`config.mk`:
```
export PLATFORM = sky130hd
export DESIGN_NAME = bresenham_line_rasterizer
export DESIGN_NICKNAME = d
export VERILOG_FILES = /design/src/hw/rtl/blr_pkg.sv /design/src/hw/rtl/blr_front.sv /design/src/hw/rtl/blr_queue.sv /design/src/hw/rtl/blr_back.sv /design/src/hw/rtl/bresenham_line_rasterizer.sv
export SDC_FILE = /design/constraint.sdc
export NUM_CORES = 1
export LEC_CHECK = 0
export ABC_CLOCK_PERIOD_IN_PS = 7510
export BUFFER_PORTS_ARGS = -buffer_cell sky130_fd_sc_hd__buf_2
export CAP_MARGIN = 10
export CORE_MARGIN = 3
export CORE_UTILIZATION = 55
export CTS_CLUSTER_DIAMETER = 150
export DETAILED_ROUTE_END_ITERATION = 12
export GPL_TIMING_DRIVEN = 0
export PLACE_DENSITY = 0.76
export SLEW_MARGIN = 20
export SYNTH_ARGS = -nofsm -noshare
export SYNTH_HDL_FRONTEND = slang
export SYNTH_SLANG_ARGS = --single-unit
```
`constraint.sdc`:
```
create_clock -name clk -period 7.51 [get_ports clk]
set_input_delay 1.502 -clock clk [delete_from_list [all_inputs] [get_ports clk]]
set_output_delay 1.502 -clock clk [all_outputs]
set_load 0.02 [all_outputs]
```
`src/hw/rtl/blr_pkg.sv`:
```
`default_nettype none
package blr_pkg;

  localparam int COORD_W   = 16;
  localparam int PIX_X_W   = 10;
  localparam int PIX_Y_W   = 9;
  localparam int COLOR_W   = 4;
  localparam int SCREEN_W  = 640;
  localparam int SCREEN_H  = 480;
  localparam int CFG_IDX_W = 1;

  localparam int QUEUE_DEPTH = 2;
  localparam int QPTR_W      = $clog2(QUEUE_DEPTH);
  localparam int QCNT_W      = $clog2(QUEUE_DEPTH + 1);

  // command codes
  localparam logic CMD_START = 1'b0;
  localparam logic CMD_STEP  = 1'b1;

  // configuration register indexes
  localparam logic [CFG_IDX_W-1:0] REG_X_ORIGIN = CFG_IDX_W'(0);
  localparam logic [CFG_IDX_W-1:0] REG_Y_ORIGIN = CFG_IDX_W'(1);

  typedef struct packed {
    logic                       cmd;
    logic signed [COORD_W-1:0]  x_start;
    logic signed [COORD_W-1:0]  y_start;
    logic signed [COORD_W-1:0]  x_end;
    logic signed [COORD_W-1:0]  y_end;
    logic        [COLOR_W-1:0]  color;
  } blr_in_t;

  typedef struct packed {
    logic               pixel_valid;
    logic               visible;
    logic [PIX_X_W-1:0] pixel_x;
    logic [PIX_Y_W-1:0] pixel_y;
    logic [COLOR_W-1:0] pixel_color;
    logic               last;
  } blr_out_t;

  // queued word: endpoints already shifted by the origin
  typedef struct packed {
    logic               cmd;
    logic [COORD_W-1:0] xs;
    logic [COORD_W-1:0] ys;
    logic [COORD_W-1:0] xe;
    logic [COORD_W-1:0] ye;
    logic [COLOR_W-1:0] color;
  } blr_cmd_t;

  // queue status toward the front and back ends
  typedef struct packed {
    logic full;
    logic empty;
  } blr_qstat_t;

endpackage
`default_nettype wire

```
`src/hw/rtl/blr_front.sv`:
```
`default_nettype none
module blr_front (
  input  wire logic                           clk,
  input  wire logic                           rst_n,
  input  wire logic                           cfg_we,
  input  wire logic [blr_pkg::CFG_IDX_W-1:0]  cfg_index,
  input  wire logic [blr_pkg::COORD_W-1:0]    cfg_wdata,
  input  wire logic                           in_valid,
  output logic                                in_ready,
  input  wire blr_pkg::blr_in_t               in_data,
  input  wire blr_pkg::blr_qstat_t            qstat,
  output logic                                push,
  output blr_pkg::blr_cmd_t                   push_data
);
  import blr_pkg::*;

  logic [COORD_W-1:0] x_origin_r, x_origin_nxt;
  logic [COORD_W-1:0] y_origin_r, y_origin_nxt;

  always_comb begin
    x_origin_nxt = x_origin_r;
    y_origin_nxt = y_origin_r;
    if (cfg_we) begin
      unique case (cfg_index)
        REG_X_ORIGIN: x_origin_nxt = cfg_wdata;
        REG_Y_ORIGIN: y_origin_nxt = cfg_wdata;
        default: ;
      endcase
    end
  end

  always_ff @(posedge clk) begin
    if (!rst_n) begin
      x_origin_r <= '0;
      y_origin_r <= '0;
    end else begin
      x_origin_r <= x_origin_nxt;
      y_origin_r <= y_origin_nxt;
    end
  end

  assign in_ready = !qstat.full;
  assign push     = in_valid && !qstat.full;

  // shift endpoints by the origin, 16-bit wrap
  always_comb begin
    push_data.cmd   = in_data.cmd;
    push_data.xs    = $unsigned(in_data.x_start) + x_origin_r;
    push_data.ys    = $unsigned(in_data.y_start) + y_origin_r;
    push_data.xe    = $unsigned(in_data.x_end) + x_origin_r;
    push_data.ye    = $unsigned(in_data.y_end) + y_origin_r;
    push_data.color = in_data.color;
  end

endmodule
`default_nettype wire

```
`src/hw/rtl/blr_queue.sv`:
```
`default_nettype none
module blr_queue (
  input  wire logic                 clk,
  input  wire logic                 rst_n,
  input  wire logic                 push,
  input  wire blr_pkg::blr_cmd_t    push_data,
  input  wire logic                 pop,
  output blr_pkg::blr_qstat_t       qstat,
  output blr_pkg::blr_cmd_t         head
);
  import blr_pkg::*;

  blr_cmd_t            entry_r [QUEUE_DEPTH];
  logic [QPTR_W-1:0]   wr_ptr_r, wr_ptr_nxt;
  logic [QPTR_W-1:0]   rd_ptr_r, rd_ptr_nxt;
  logic [QCNT_W-1:0]   count_r, count_nxt;

  assign qstat.full  = (count_r == QCNT_W'(QUEUE_DEPTH));
  assign qstat.empty = (count_r == '0);
  assign head        = entry_r[rd_ptr_r];

  always_comb begin
    wr_ptr_nxt = push ? QPTR_W'(wr_ptr_r + 1'b1) : wr_ptr_r;
    rd_ptr_nxt = pop ? QPTR_W'(rd_ptr_r + 1'b1) : rd_ptr_r;
    count_nxt  = count_r;
    if (push && !pop) begin
      count_nxt = QCNT_W'(count_r + 1'b1);
    end else if (pop && !push) begin
      count_nxt = QCNT_W'(count_r - 1'b1);
    end
  end

  always_ff @(posedge clk) begin
    if (!rst_n) begin
      wr_ptr_r <= '0;
      rd_ptr_r <= '0;
      count_r  <= '0;
    end else begin
      wr_ptr_r <= wr_ptr_nxt;
      rd_ptr_r <= rd_ptr_nxt;
      count_r  <= count_nxt;
    end
  end

  always_ff @(posedge clk) begin
    if (push) begin
      entry_r[wr_ptr_r] <= push_data;
    end
  end

`ifndef SYNTH
  a_no_push_full: assert property (@(posedge clk) disable iff (!rst_n)
    qstat.full |-> !push)
    else $error("queue written while full");
  a_no_pop_empty: assert property (@(posedge clk) disable iff (!rst_n)
    qstat.empty |-> !pop)
    else $error("queue read while empty");
  a_count_track: assert property (@(posedge clk) disable iff (!rst_n)
    (push && !pop) |=> count_r == QCNT_W'($past(count_r) + 1'b1))
    else $error("queue count lost a push");
`endif

endmodule
`default_nettype wire

```
`src/hw/rtl/blr_back.sv`:
```
`default_nettype none
module blr_back (
  input  wire logic                clk,
  input  wire logic                rst_n,
  input  wire blr_pkg::blr_qstat_t qstat,
  input  wire blr_pkg::blr_cmd_t   head,
  output logic                     pop,
  output logic                     out_valid,
  input  wire logic                out_ready,
  output blr_pkg::blr_out_t        out_data
);
  import blr_pkg::*;

  logic [COORD_W-1:0] cur_x_r, cur_x_nxt;
  logic [COORD_W-1:0] cur_y_r, cur_y_nxt;
  logic [COORD_W-1:0] delta_x_r, delta_x_nxt;
  logic [COORD_W-1:0] delta_y_r, delta_y_nxt;
  logic [COORD_W-1:0] error_acc_r, error_acc_nxt;
  logic [COORD_W-1:0] pixels_left_r, pixels_left_nxt;
  logic               x_neg_r, x_neg_nxt;
  logic               y_neg_r, y_neg_nxt;
  logic               x_major_r, x_major_nxt;
  logic [COLOR_W-1:0] line_color_r, line_color_nxt;
  logic               out_valid_r, out_valid_nxt;
  blr_out_t           out_r, out_nxt;

  logic               pop_start, pop_step;

  // line setup
  logic [COORD_W:0]   dx_s, dy_s;
  logic [COORD_W-1:0] dx_abs, dy_abs, setup_major;
  logic               setup_xmaj;

  // step datapath
  logic               line_live, vis;
  logic [COORD_W-1:0] x_stepped, y_stepped, maj_d, min_d, err_sum;
  logic               take_minor;

  assign pop       = !qstat.empty &&
                     (head.cmd == CMD_START || !out_valid_r || out_ready);
  assign pop_start = pop && head.cmd == CMD_START;
  assign pop_step  = pop && head.cmd == CMD_STEP;

  always_comb begin
    dx_s        = {head.xe[COORD_W-1], head.xe} - {head.xs[COORD_W-1], head.xs};
    dy_s        = {head.ye[COORD_W-1], head.ye} - {head.ys[COORD_W-1], head.ys};
    dx_abs      = dx_s[COORD_W] ? COORD_W'((COORD_W+1)'(0) - dx_s) : dx_s[COORD_W-1:0];
    dy_abs      = dy_s[COORD_W] ? COORD_W'((COORD_W+1)'(0) - dy_s) : dy_s[COORD_W-1:0];
    setup_xmaj  = dy_abs < dx_abs;
    setup_major = setup_xmaj ? dx_abs : dy_abs;
  end

  always_comb begin
    line_live  = pixels_left_r != '0;
    vis        = cur_x_r < COORD_W'(SCREEN_W) && cur_y_r < COORD_W'(SCREEN_H);
    x_stepped  = x_neg_r ? cur_x_r - 1'b1 : cur_x_r + 1'b1;
    y_stepped  = y_neg_r ? cur_y_r - 1'b1 : cur_y_r + 1'b1;
    maj_d      = x_major_r ? delta_x_r : delta_y_r;
    min_d      = x_major_r ? delta_y_r : delta_x_r;
    err_sum    = error_acc_r + min_d;
    take_minor = err_sum > maj_d;
  end

  always_comb begin
    cur_x_nxt       = cur_x_r;
    cur_y_nxt       = cur_y_r;
    delta_x_nxt     = delta_x_r;
    delta_y_nxt     = delta_y_r;
    error_acc_nxt   = error_acc_r;
    pixels_left_nxt = pixels_left_r;
    x_neg_nxt       = x_neg_r;
    y_neg_nxt       = y_neg_r;
    x_major_nxt     = x_major_r;
    line_color_nxt  = line_color_r;
    if (pop_start) begin
      // a new line replaces any pending one
      cur_x_nxt       = head.xs;
      cur_y_nxt       = head.ys;
      delta_x_nxt     = dx_abs;
      delta_y_nxt     = dy_abs;
      x_neg_nxt       = dx_s[COORD_W] || dx_s == '0;
      y_neg_nxt       = dy_s[COORD_W] || dy_s == '0;
      x_major_nxt     = setup_xmaj;
      error_acc_nxt   = COORD_W'(((COORD_W+1)'(setup_major) + 1'b1) >> 1);
      pixels_left_nxt = setup_major;
      line_color_nxt  = head.color;
    end else if (pop_step && line_live) begin
      error_acc_nxt   = take_minor ? err_sum - maj_d : err_sum;
      cur_x_nxt       = (x_major_r || take_minor) ? x_stepped : cur_x_r;
      cur_y_nxt       = (!x_major_r || take_minor) ? y_stepped : cur_y_r;
      pixels_left_nxt = pixels_left_r - 1'b1;
    end
  end

  always_comb begin
    out_nxt = out_r;
    if (pop_step) begin
      out_nxt = '0;
      if (line_live) begin
        out_nxt.pixel_valid = 1'b1;
        out_nxt.visible     = vis;
        out_nxt.pixel_x     = vis ? cur_x_r[PIX_X_W-1:0] : '0;
        out_nxt.pixel_y     = vis ? cur_y_r[PIX_Y_W-1:0] : '0;
        out_nxt.pixel_color = line_color_r;
        out_nxt.last        = pixels_left_r == COORD_W'(1);
      end
    end
    priority if (pop_step) begin
      out_valid_nxt = 1'b1;
    end else if (out_ready) begin
      out_valid_nxt = 1'b0;
    end else begin
      out_valid_nxt = out_valid_r;
    end
  end

  always_ff @(posedge clk) begin
    if (!rst_n) begin
      pixels_left_r <= '0;
      out_valid_r   <= 1'b0;
    end else begin
      pixels_left_r <= pixels_left_nxt;
      out_valid_r   <= out_valid_nxt;
    end
  end

  always_ff @(posedge clk) begin
    cur_x_r      <= cur_x_nxt;
    cur_y_r      <= cur_y_nxt;
    delta_x_r    <= delta_x_nxt;
    delta_y_r    <= delta_y_nxt;
    error_acc_r  <= error_acc_nxt;
    x_neg_r      <= x_neg_nxt;
    y_neg_r      <= y_neg_nxt;
    x_major_r    <= x_major_nxt;
    line_color_r <= line_color_nxt;
    out_r        <= out_nxt;
  end

  assign out_valid = out_valid_r;
  assign out_data  = out_r;

`ifndef SYNTH
  a_last_drains: assert property (@(posedge clk) disable iff (!rst_n)
    (pop_step && pixels_left_r == COORD_W'(1)) |=> pixels_left_r == '0)
    else $error("line still pending after its last pixel");
  a_visible_range: assert property (@(posedge clk) disable iff (!rst_n)
    (out_valid_r && out_r.visible) |->
      (out_r.pixel_x < PIX_X_W'(SCREEN_W) && out_r.pixel_y < PIX_Y_W'(SCREEN_H)))
    else $error("visible pixel off screen");
  a_idle_zero: assert property (@(posedge clk) disable iff (!rst_n)
    (out_valid_r && !out_r.pixel_valid) |-> out_r == '0)
    else $error("empty step result carries data");
  a_no_overwrite: assert property (@(posedge clk) disable iff (!rst_n)
    (out_valid_r && !out_ready) |-> !pop_step)
    else $error("pending result overwritten");
`endif

endmodule
`default_nettype wire

```
`src/hw/rtl/bresenham_line_rasterizer.sv`:
```
// An accepted step word passes through the queue into the out_data register, unless
// a held result blocks the back end. Throughput: one word per cycle while the queue is
// not full; the two-entry queue decouples input from output, and the back end advances
// one pixel per cycle with an add, a compare and a subtract while no held result blocks
// it. A start word produces no result.
// Reset (synchronous, rst_n low) clears both origins, the queue, out_valid, and any line.
`default_nettype none
module bresenham_line_rasterizer (
  input  wire logic                           clk,
  input  wire logic                           rst_n,
  input  wire logic                           cfg_we,
  input  wire logic [blr_pkg::CFG_IDX_W-1:0]  cfg_index,
  input  wire logic [blr_pkg::COORD_W-1:0]    cfg_wdata,
  input  wire logic                           in_valid,
  output logic                                in_ready,
  input  wire blr_pkg::blr_in_t               in_data,
  output logic                                out_valid,
  input  wire logic                           out_ready,
  output blr_pkg::blr_out_t                   out_data
);
  import blr_pkg::*;

  blr_qstat_t qstat;
  blr_cmd_t   push_data, head;
  logic       push, pop;

  blr_front u_front (
    .clk       (clk),
    .rst_n     (rst_n),
    .cfg_we    (cfg_we),
    .cfg_index (cfg_index),
    .cfg_wdata (cfg_wdata),
    .in_valid  (in_valid),
    .in_ready  (in_ready),
    .in_data   (in_data),
    .qstat     (qstat),
    .push      (push),
    .push_data (push_data)
  );

  blr_queue u_queue (
    .clk       (clk),
    .rst_n     (rst_n),
    .push      (push),
    .push_data (push_data),
    .pop       (pop),
    .qstat     (qstat),
    .head      (head)
  );

  blr_back u_back (
    .clk       (clk),
    .rst_n     (rst_n),
    .qstat     (qstat),
    .head      (head),
    .pop       (pop),
    .out_valid (out_valid),
    .out_ready (out_ready),
    .out_data  (out_data)
  );

endmodule
`default_nettype wire

```
# == Yosys cells after proc, flatten, opt, wreduce, memory -nomap -nowiden ==
# Memory sizes are Yosys's and may differ from the RTL's. A register that Yosys moved wholly into a read port is not among the register bits.
# Cells that the tools add are included.
# W data, S select, Z words.
# classes
n_addsub,20
multipliers,0
div_mod_pow,0
order_cmp,4
eq_ne,2
shift,0
mux,29
n_bitwise,2
n_reduce_logical,34
# ops
cell,n
$mux W16,18
$add A16 B16 Y16,5
$sub A16 B1 Y16 const B,3
$logic_not A17 Y1,2
$sub A16 B16 Y17,2
$add A16 B1 Y16 const B,2
$sub A1 B16 Y16 const A,2
$mux W26,1
$add A16 B1 Y17 const B,1
$eq A16 B1 Y1 const B,1
$gt A16 B16 Y1,1
$lt A16 B10 Y1 const B,1
$lt A16 B16 Y1,1
$lt A16 B9 Y1 const B,1
$reduce_bool A16 Y1,1
$sub A16 B16 Y16,1
$mux W10,1
$reduce_and A2 Y1,5
$reduce_bool A2 Y1,5
$mux W9,1
$logic_and A1 B1 Y1,8
$logic_not A1 Y1,6
$logic_or A1 B1 Y1,6
$mux W1,6
7 further kinds,10
# totals
regBits,166
latchBits,0
ram_bits,138
romBits,0
wordCells,114
memories,1
# memory_table
name,words,width,read_ports,rd_ports_with_merged_regs,wr,line,text
u_queue.entry_r,2,69,1,1,1,blr_queue.sv:13,blr_cmd_t entry_r [QUEUE_DEPTH];

# == Longest topological paths before layout ==
# Gate-level depths: netlist of run 1.
# depth
ltp_word,8
ltp_mapped,36

# == Cells and area by module ==
# A second synthesis of run 1 with hierarchy kept.
# unflattened
hier_cells,2085
hier_area_um2,21007.6
# modules_own_cells
module,n_inst,cells_each,area_per_inst_um2,seq_area_each_um2
blr_back,1,1346,11860.1,3733.6
blr_queue,1,237,5237.5,4244.1
blr_front,1,502,3910.0,640.6

# == Least setup slack after synthesis of run 1 ==
# Ideal clock, no wire load.
# synth_timing
kind,reg-to-reg
from,register with a tool-made name
to,"register u_back.error_acc_r[13], data pin"
setup_ps,257
t_arrival_ps,6958
required_ps,7253
slack_ps,295
stages_incl_launch_ff,37
path_buffers,5
synth_period_minus_slack_ps,7215
path_cell_list,dfxtp_1 > clkbuf_1 > buf_1 > buf_1 > mux2i_1 > ha_1 > inv_1 > fa_1 > a211o_1 > a211oi_1 > o22ai_1 > a31oi_2 > a221o_1 > buf_4 > and2_1 > xor2_2 > inv_1 > ha_1 > nand2_1 > o21ai_0 > o2111ai_1 > nand2_1 > a21oi_1 > maj3_1 > o21bai_1 > nand4_1 > nand2_2 > buf_6 > nor2_1 > nor2_1 > ha_1 > inv_1 > nor3_1 > nand4_1 > or3_1 > o221ai_1 > nor2_1
# synth_lines
item,line,text
"end signal, assigned",blr_back.sv:132,error_acc_r <= error_acc_nxt;
"end, declared",blr_back.sv:18,"logic [COORD_W-1:0] error_acc_r, error_acc_nxt;"

==> results of run 1 <==
==> state kept, by name, indices dropped and copies added (netlist names), named ones only <==
signal                count
u_queue.entry_r         138
u_back.out_data          26
u_back.cur_x_r           16
u_back.cur_y_r           16
u_back.delta_x_r         16
u_back.delta_y_r         16
u_back.error_acc_r       16
u_back.pixels_left_r     16
u_front.x_origin_r       16
u_front.y_origin_r       16
u_back.line_color_r       4
u_queue.count_r           2
u_back.out_valid          1
u_back.x_major_r          1
u_back.x_neg_r            1
u_back.y_neg_r            1
u_queue.rd_ptr_r          1
u_queue.wr_ptr_r          1
==> final timing paths <==
path	start	endpoint	slack, ps	depth (start not counted)
max	register	u_back.error_acc_r[13]	360	32
min	u_front.y_origin_r[3]	u_front.y_origin_r[3]	480	2
max reg2reg	register	u_back.error_acc_r[13]	360	32
min reg2reg	u_front.y_origin_r[3]	u_front.y_origin_r[3]	480	2
==> routing by layer <==
metal	GRT usage [%]	vias to the layer above	share of wire (%)
li1	-	7846	-
met5	0	-	0.013
met4	9.47	2	3.5
met2	44.6	519	47
met1	35.7	7526	44
met3	3.09	99	5.6
==> timing repair <==
item,in CTS,in global routing
cloned,0,0
setup endpoints to repair,44,22
gates resized for setup,29,29
pin swaps,2,9
hold buffers,0,0
buffers inserted,1,7
==> final cells by class <==
type / count / area (um2)
Multi-Input combinational cell: 1556 / 11400
Timing Repair Buffer: 131 / 764
Buffer: 70 / 364
Sequential cell: 305 / 8620
Clock buffer: 48 / 987
Clock inverter: 18 / 183
Tap cell: 468 / 586
Inverter: 107 / 404
Fill cell: 2900 / 13400
==> placed cells by master (no fill, tap or decap), types with 7 or more instances in the layout <==
cell	netlist	routed
o21ai_1	14	17
mux2_2	53	53
a21boi_0	28	28
nand2b_1	20	20
edfxtp_1	251	251
clkbuf_1	42	46
a21o_1	38	38
ha_1	167	166
mux2i_1	68	66
nor2b_1	23	23
or3_1	21	21
and3_1	35	33
xnor2_1	111	106
fa_1	10	9
nor3_1	38	37
xnor2_2	2	7
nor2_1	135	133
nand4b_1	7	7
inv_1	105	104
nand2_1	165	164
o21ai_0	118	113
nand3_1	53	53
o21bai_1	7	7
a21oi_1	178	178
clkbuf_16	0	37
a211oi_1	13	12
dfxtp_1	54	53
o21a_1	14	14
nand4_1	20	20
buf_4	3	12
nor4_1	12	11
xor2_1	57	51
buf_2	10	131
and2_1	13	12
==> through the flow <==
step                TNS (ps)  util (%)  hold slack, ps
floorplan                  0         -             457
global placement       -9220      59.1             467
detailed placement    -11580      59.5             473
CTS                        0      62.9             481
global route               0      63.4             503
finish                     0      63.4             480
==> worst reg2reg max path, delay by kind of cell, from the launching register on <==
| family | cells | cell delay, ps |
|---|---|---|
| adders and majority gates | 4 | 1280 |
| xor gates and xnor gates | 1 | 170 |
| muxes | 1 | 440 |
| AOI/OAI and AO/OA | 10 | 1950 |
| and+or+nand+nor | 11 | 1640 |
| buffers and inverters | 5 | 980 |
| DFF | 1 | 420 |
==> logic make-up after synthesis <==
family	share of synthesized area, %
compound gates	15.4
xor+xnor	7.41
mux	6.23
flops	42.0
fa+ha+maj	11.2
simple gates	14.1
buf+inv	3.58
==> flow_metrics.py, run 1 <==
metrics = {
    "clocking": {
        "cts.root.buffer_cell": "clkbuf_16",
        "insertion_delay_ps": 540,
        "clk_path_buf_depth": 3,
        "htreeDepth": 2,
        "tritoncts": "built",
        "clkTransAtPathRegs_ps": 60,
        "cts_buffers": 36,
        "clock-sinks": 305,
    },
    "die": {
        "io_pins": 119,
        "fp.dieH_um": 199,
        "die_w_um": 199,
        "dieArea_mm2": 0.0396,
        "fp-row-count": 70,
        "core_area_mm2": 0.0367,
        "initial_core_util_pct": 55.9,
    },
    "setup_path": {
        "end_kind": "register",
        "cp_slowest_cell": "mux2i_1",
        "crit_arrival_ps": 7410,
        "cpMostUsedCell": "nor2_1",
        "critPathKind": "reg -> reg",
        "path_max_fanout": 10,
        "cp_top_family": "compound AO/OA/AOI/OAI gates",
        "crit_buf_inv": 5,
        "cp-start-kind": "register",
        "crit_required_ps": 7770,
        "worst_path_largest_cell_delay_ps": 440,
    },
    "timing": {
        "fin_crit_ps": 7150,
        "worst_pin_slew_ps": 1110,
        "fin_crit_sh_pct": 95.2,
        "relSlewSlack_pct": 25.8,
        "final-setup-viol-count": 0,
        "finClkSkew_ps": 26.1,
        "drv_slew": 0,
        "max_freq_mhz": 140,
        "grt_setup_unrepaired": "false",
        "hold_viol": 0,
        "setup_ws_ps": 363,
    },
    "global_routing": {
        "grt_use_total_pct": 26.5,
        "grt_remaining_overflow": 0,
        "grt_pass1_wl_mm": 82.8,
        "grt_max_degree": 55,
        "grt_antenna_before_repair": 1,
        "grt_pass1_vias": 15600,
    },
    "drt": {
        "drc": 0,
        "wire_per_inst_um": 19.5,
        "first_iter_violations": 1209,
        "dr_total_vias": 16000,
        "drt_wl_total_mm": 52.8,
        "drtPass1Iterations": 6,
        "antenna_left": 0,
        "viasPerCell": 5.92,
    },
    "placement": {
        "gp_congestion": 0.987,
        "pre_cts_slack_ps": -1710,
        "place_area_mm2": 0.0218,
        "dp.cells": 2630,
        "hpwl_mm": 40.8,
        "numPortBuffers": 118,
    },
    "synth": {
        "yosysSeqAreaShare_pct": 42.0,
        "netlist_area_mm2": 0.0205,
        "synth_edf_count": 251,
        "synth.most_common_cell": "edfxtp_1",
        "syn_nets": 2307,
        "synthCells": 2039,
        "syn_area_per_cell_um2": 10.1,
        "synth_top_area_cell": "edfxtp_1",
        "synth_common_cells": "251 x edfxtp_1, 178 x a21oi_1, 167 x ha_1, 165 x nand2_1, 135 x nor2_1",
        "yosysTopAreaCellShare_pct": 36.8,
        "synth_area_leaders": "edfxtp_1 37%, ha_1 10%, dfxtp_1 5.3%",
        "synth_seq_cells": 305,
        "yosysUniqueCellTypes": 97,
        "yosys_warnings": 0,
        "ys.flop_type": "edfxtp_1",
        "synthArstFlopShare_pct": 0,
    },
    "cells_and_area": {
        "final_cells": 2703,
        "fin_nets": 2475,
        "drive_gt1_share_pct": 15.3,
        "area_growth_pct": 13.4,
        "diodes": 0,
        "stdcell_area_mm2": 0.0233,
    },
    "worst_hold_path": {
        "worstHoldPathType": "reg -> reg",
    },
    "outcome": {
        "status": "complete, no violations",
    },
    "job": {
        "max_cap_viol_count": 0,
    },
}
Power of run 1 is left out: the tool's default activity adds up to more than one toggle a clock period on the data nets, which glitch-free logic cannot reach.
==> run 2, diff against run 1 <==
--- a/config.mk
+++ b/config.mk
@@ -16,3 +16,3 @@
 export PLACE_DENSITY = 0.76
-export SLEW_MARGIN = 20
+export SLEW_MARGIN = 30
 export SYNTH_ARGS = -nofsm -noshare
--- a/constraint.sdc
+++ b/constraint.sdc
@@ -3,2 +3,2 @@
 set_output_delay 1.502 -clock clk [all_outputs]
-set_load 0.02 [all_outputs]
+set_load 0.05 [all_outputs]
==> run 2 against run 1 <==
Net effect:
- first-iteration DRC count fell by 10%
- core utilization did not move
- setup slack got worse by 100 ps
==> flow_metrics.py, run 2 (synthesis results as in run 1) <==
metrics = {
    "outcome": {
        "status": "complete, no violations",
    },
    "setup_path": {
        "path_max_fanout": 10,
        "cp-start-kind": "register",
        "critPathKind": "reg -> reg",
        "cp_slowest_cell": "mux2i_2",
        "crit_buf_inv": 6,
        "worst_path_largest_cell_delay_ps": 430,
        "end_kind": "register",
        "cp_top_family": "compound AO/OA/AOI/OAI gates",
        "crit_arrival_ps": 7480,
        "crit_required_ps": 7740,
    },
    "job": {
        "max_cap_viol_count": 0,
    },
    "timing": {
        "fin_crit_ps": 7250,
        "finClkSkew_ps": 30.7,
        "hold_slack_ps": 483,
        "drv_slew": 0,
        "max_freq_mhz": 138,
        "worst_pin_slew_ps": 916,
        "hold_viol": 0,
        "fin_crit_sh_pct": 96.6,
        "relSlewSlack_pct": 38.5,
        "final-setup-viol-count": 0,
    },
    "die": {
        "fp.dieH_um": 199,
        "die_w_um": 199,
        "initial_core_util_pct": 55.9,
        "core_area_mm2": 0.0367,
        "dieArea_mm2": 0.0396,
        "io_pins": 119,
        "fp-row-count": 70,
    },
    "cells_and_area": {
        "final_common_cell": "edfxtp_1",
        "diodes": 0,
        "regMostFlops": "u_queue.entry_r",
        "fin_nets": 2477,
        "drive_gt1_share_pct": 15.2,
        "fillers": 2886,
        "layout_common_cells": "251 x edfxtp_1, 178 x a21oi_1, 166 x ha_1",
        "largest_reg_flops": 138,
        "area_growth_pct": 13.4,
    },
    "global_routing": {
        "grt_pass1_vias": 15900,
        "grt_use_total_pct": 26.4,
        "grt_antenna_before_repair": 1,
        "grt_pass1_wl_mm": 82.7,
        "grt_max_degree": 49,
        "grt_remaining_overflow": 0,
    },
    "clocking": {
        "clock-sinks": 305,
        "cts_buffers": 36,
        "clk_path_buf_depth": 3,
        "htreeDepth": 2,
        "cts.root.buffer_cell": "clkbuf_16",
        "clkTransAtPathRegs_ps": 60,
        "insertion_delay_ps": 530,
        "tritoncts": "built",
    },
    "placement": {
        "gp_congestion": 0.987,
        "hpwl_mm": 41.1,
        "numPortBuffers": 118,
    },
    "drt": {
        "drc": 0,
        "wire_per_inst_um": 19.5,
        "viasPerCell": 5.98,
        "drtPass1Iterations": 8,
        "dr_total_vias": 16100,
        "first_iter_violations": 1086,
        "antenna_left": 0,
        "drt_wl_total_mm": 52.7,
    },
    "worst_hold_path": {
        "min_from": "u_front.y_origin_r[4]",
        "worstHoldPathType": "reg -> reg",
    },
}
==> run 2: final timing paths <==
kind	slack, ps	end	cells after the start
worst max-delay path	260	u_back.error_acc_r[11]	33
worst min-delay path	480	u_front.y_origin_r[4]	2
worst max register to register	260	u_back.error_acc_r[11]	33
worst min register to register	480	u_front.y_origin_r[4]	2
==> run 2: cell type report <==
class	instances	area [um2]	share of cell area, %
flip-flops and latches	305	8620	37.1
clock inverters	19	188	0.807
clock buffers	42	955	4.10
repair buffers	133	807	3.47
well taps	468	586	2.52
plain buffers	70	365	1.57
multi-input cells	1556	11300	48.7
inverters	107	404	1.74
==> run 2: timing repair <==
item,4_1_cts,5_1_grt
resized for setup,27,30
gates cloned,0,0
setup endpoints to repair,34,22
hold endpoints to repair,0,0
pin swaps,2,7
hold buffers,0,0
setup buffers,1,8
==> run 2: metrics by stage <==
step	area (um2)	worst slack (ps)	utilization, %	instances	setup TNS [ps]
floorplan	20500	295	-	2039	0
global placement	21700	-1500	59.1	2625	-9220
detailed placement	21900	-1620	59.6	2631	-10230
CTS	23100	9.31	62.9	2692	0
global route	23300	-8.59	63.4	2700	-20.0
finish	23300	259	63.4	2700	0
==> run 2: layer usage <==
layer  GRT usage [%]  wire length, um
met1            34.8            22800
met5               0                0
met2            44.7            24600
met4            9.97             2170
met3            3.56             3170
==> run 2: worst reg2reg max path, delay by kind of cell (launching register included) <==
family,cells,cell delay [ps]
multiplexers,2,650
AO/OA/AOI/OAI,12,2020
flip-flops,1,420
buffers and inverters,6,1240
XOR/XNOR,1,120
AND/OR/NAND/NOR,8,1210
adder cells (fa/ha/maj),4,1320
Power of run 2 is left out for the same reason.
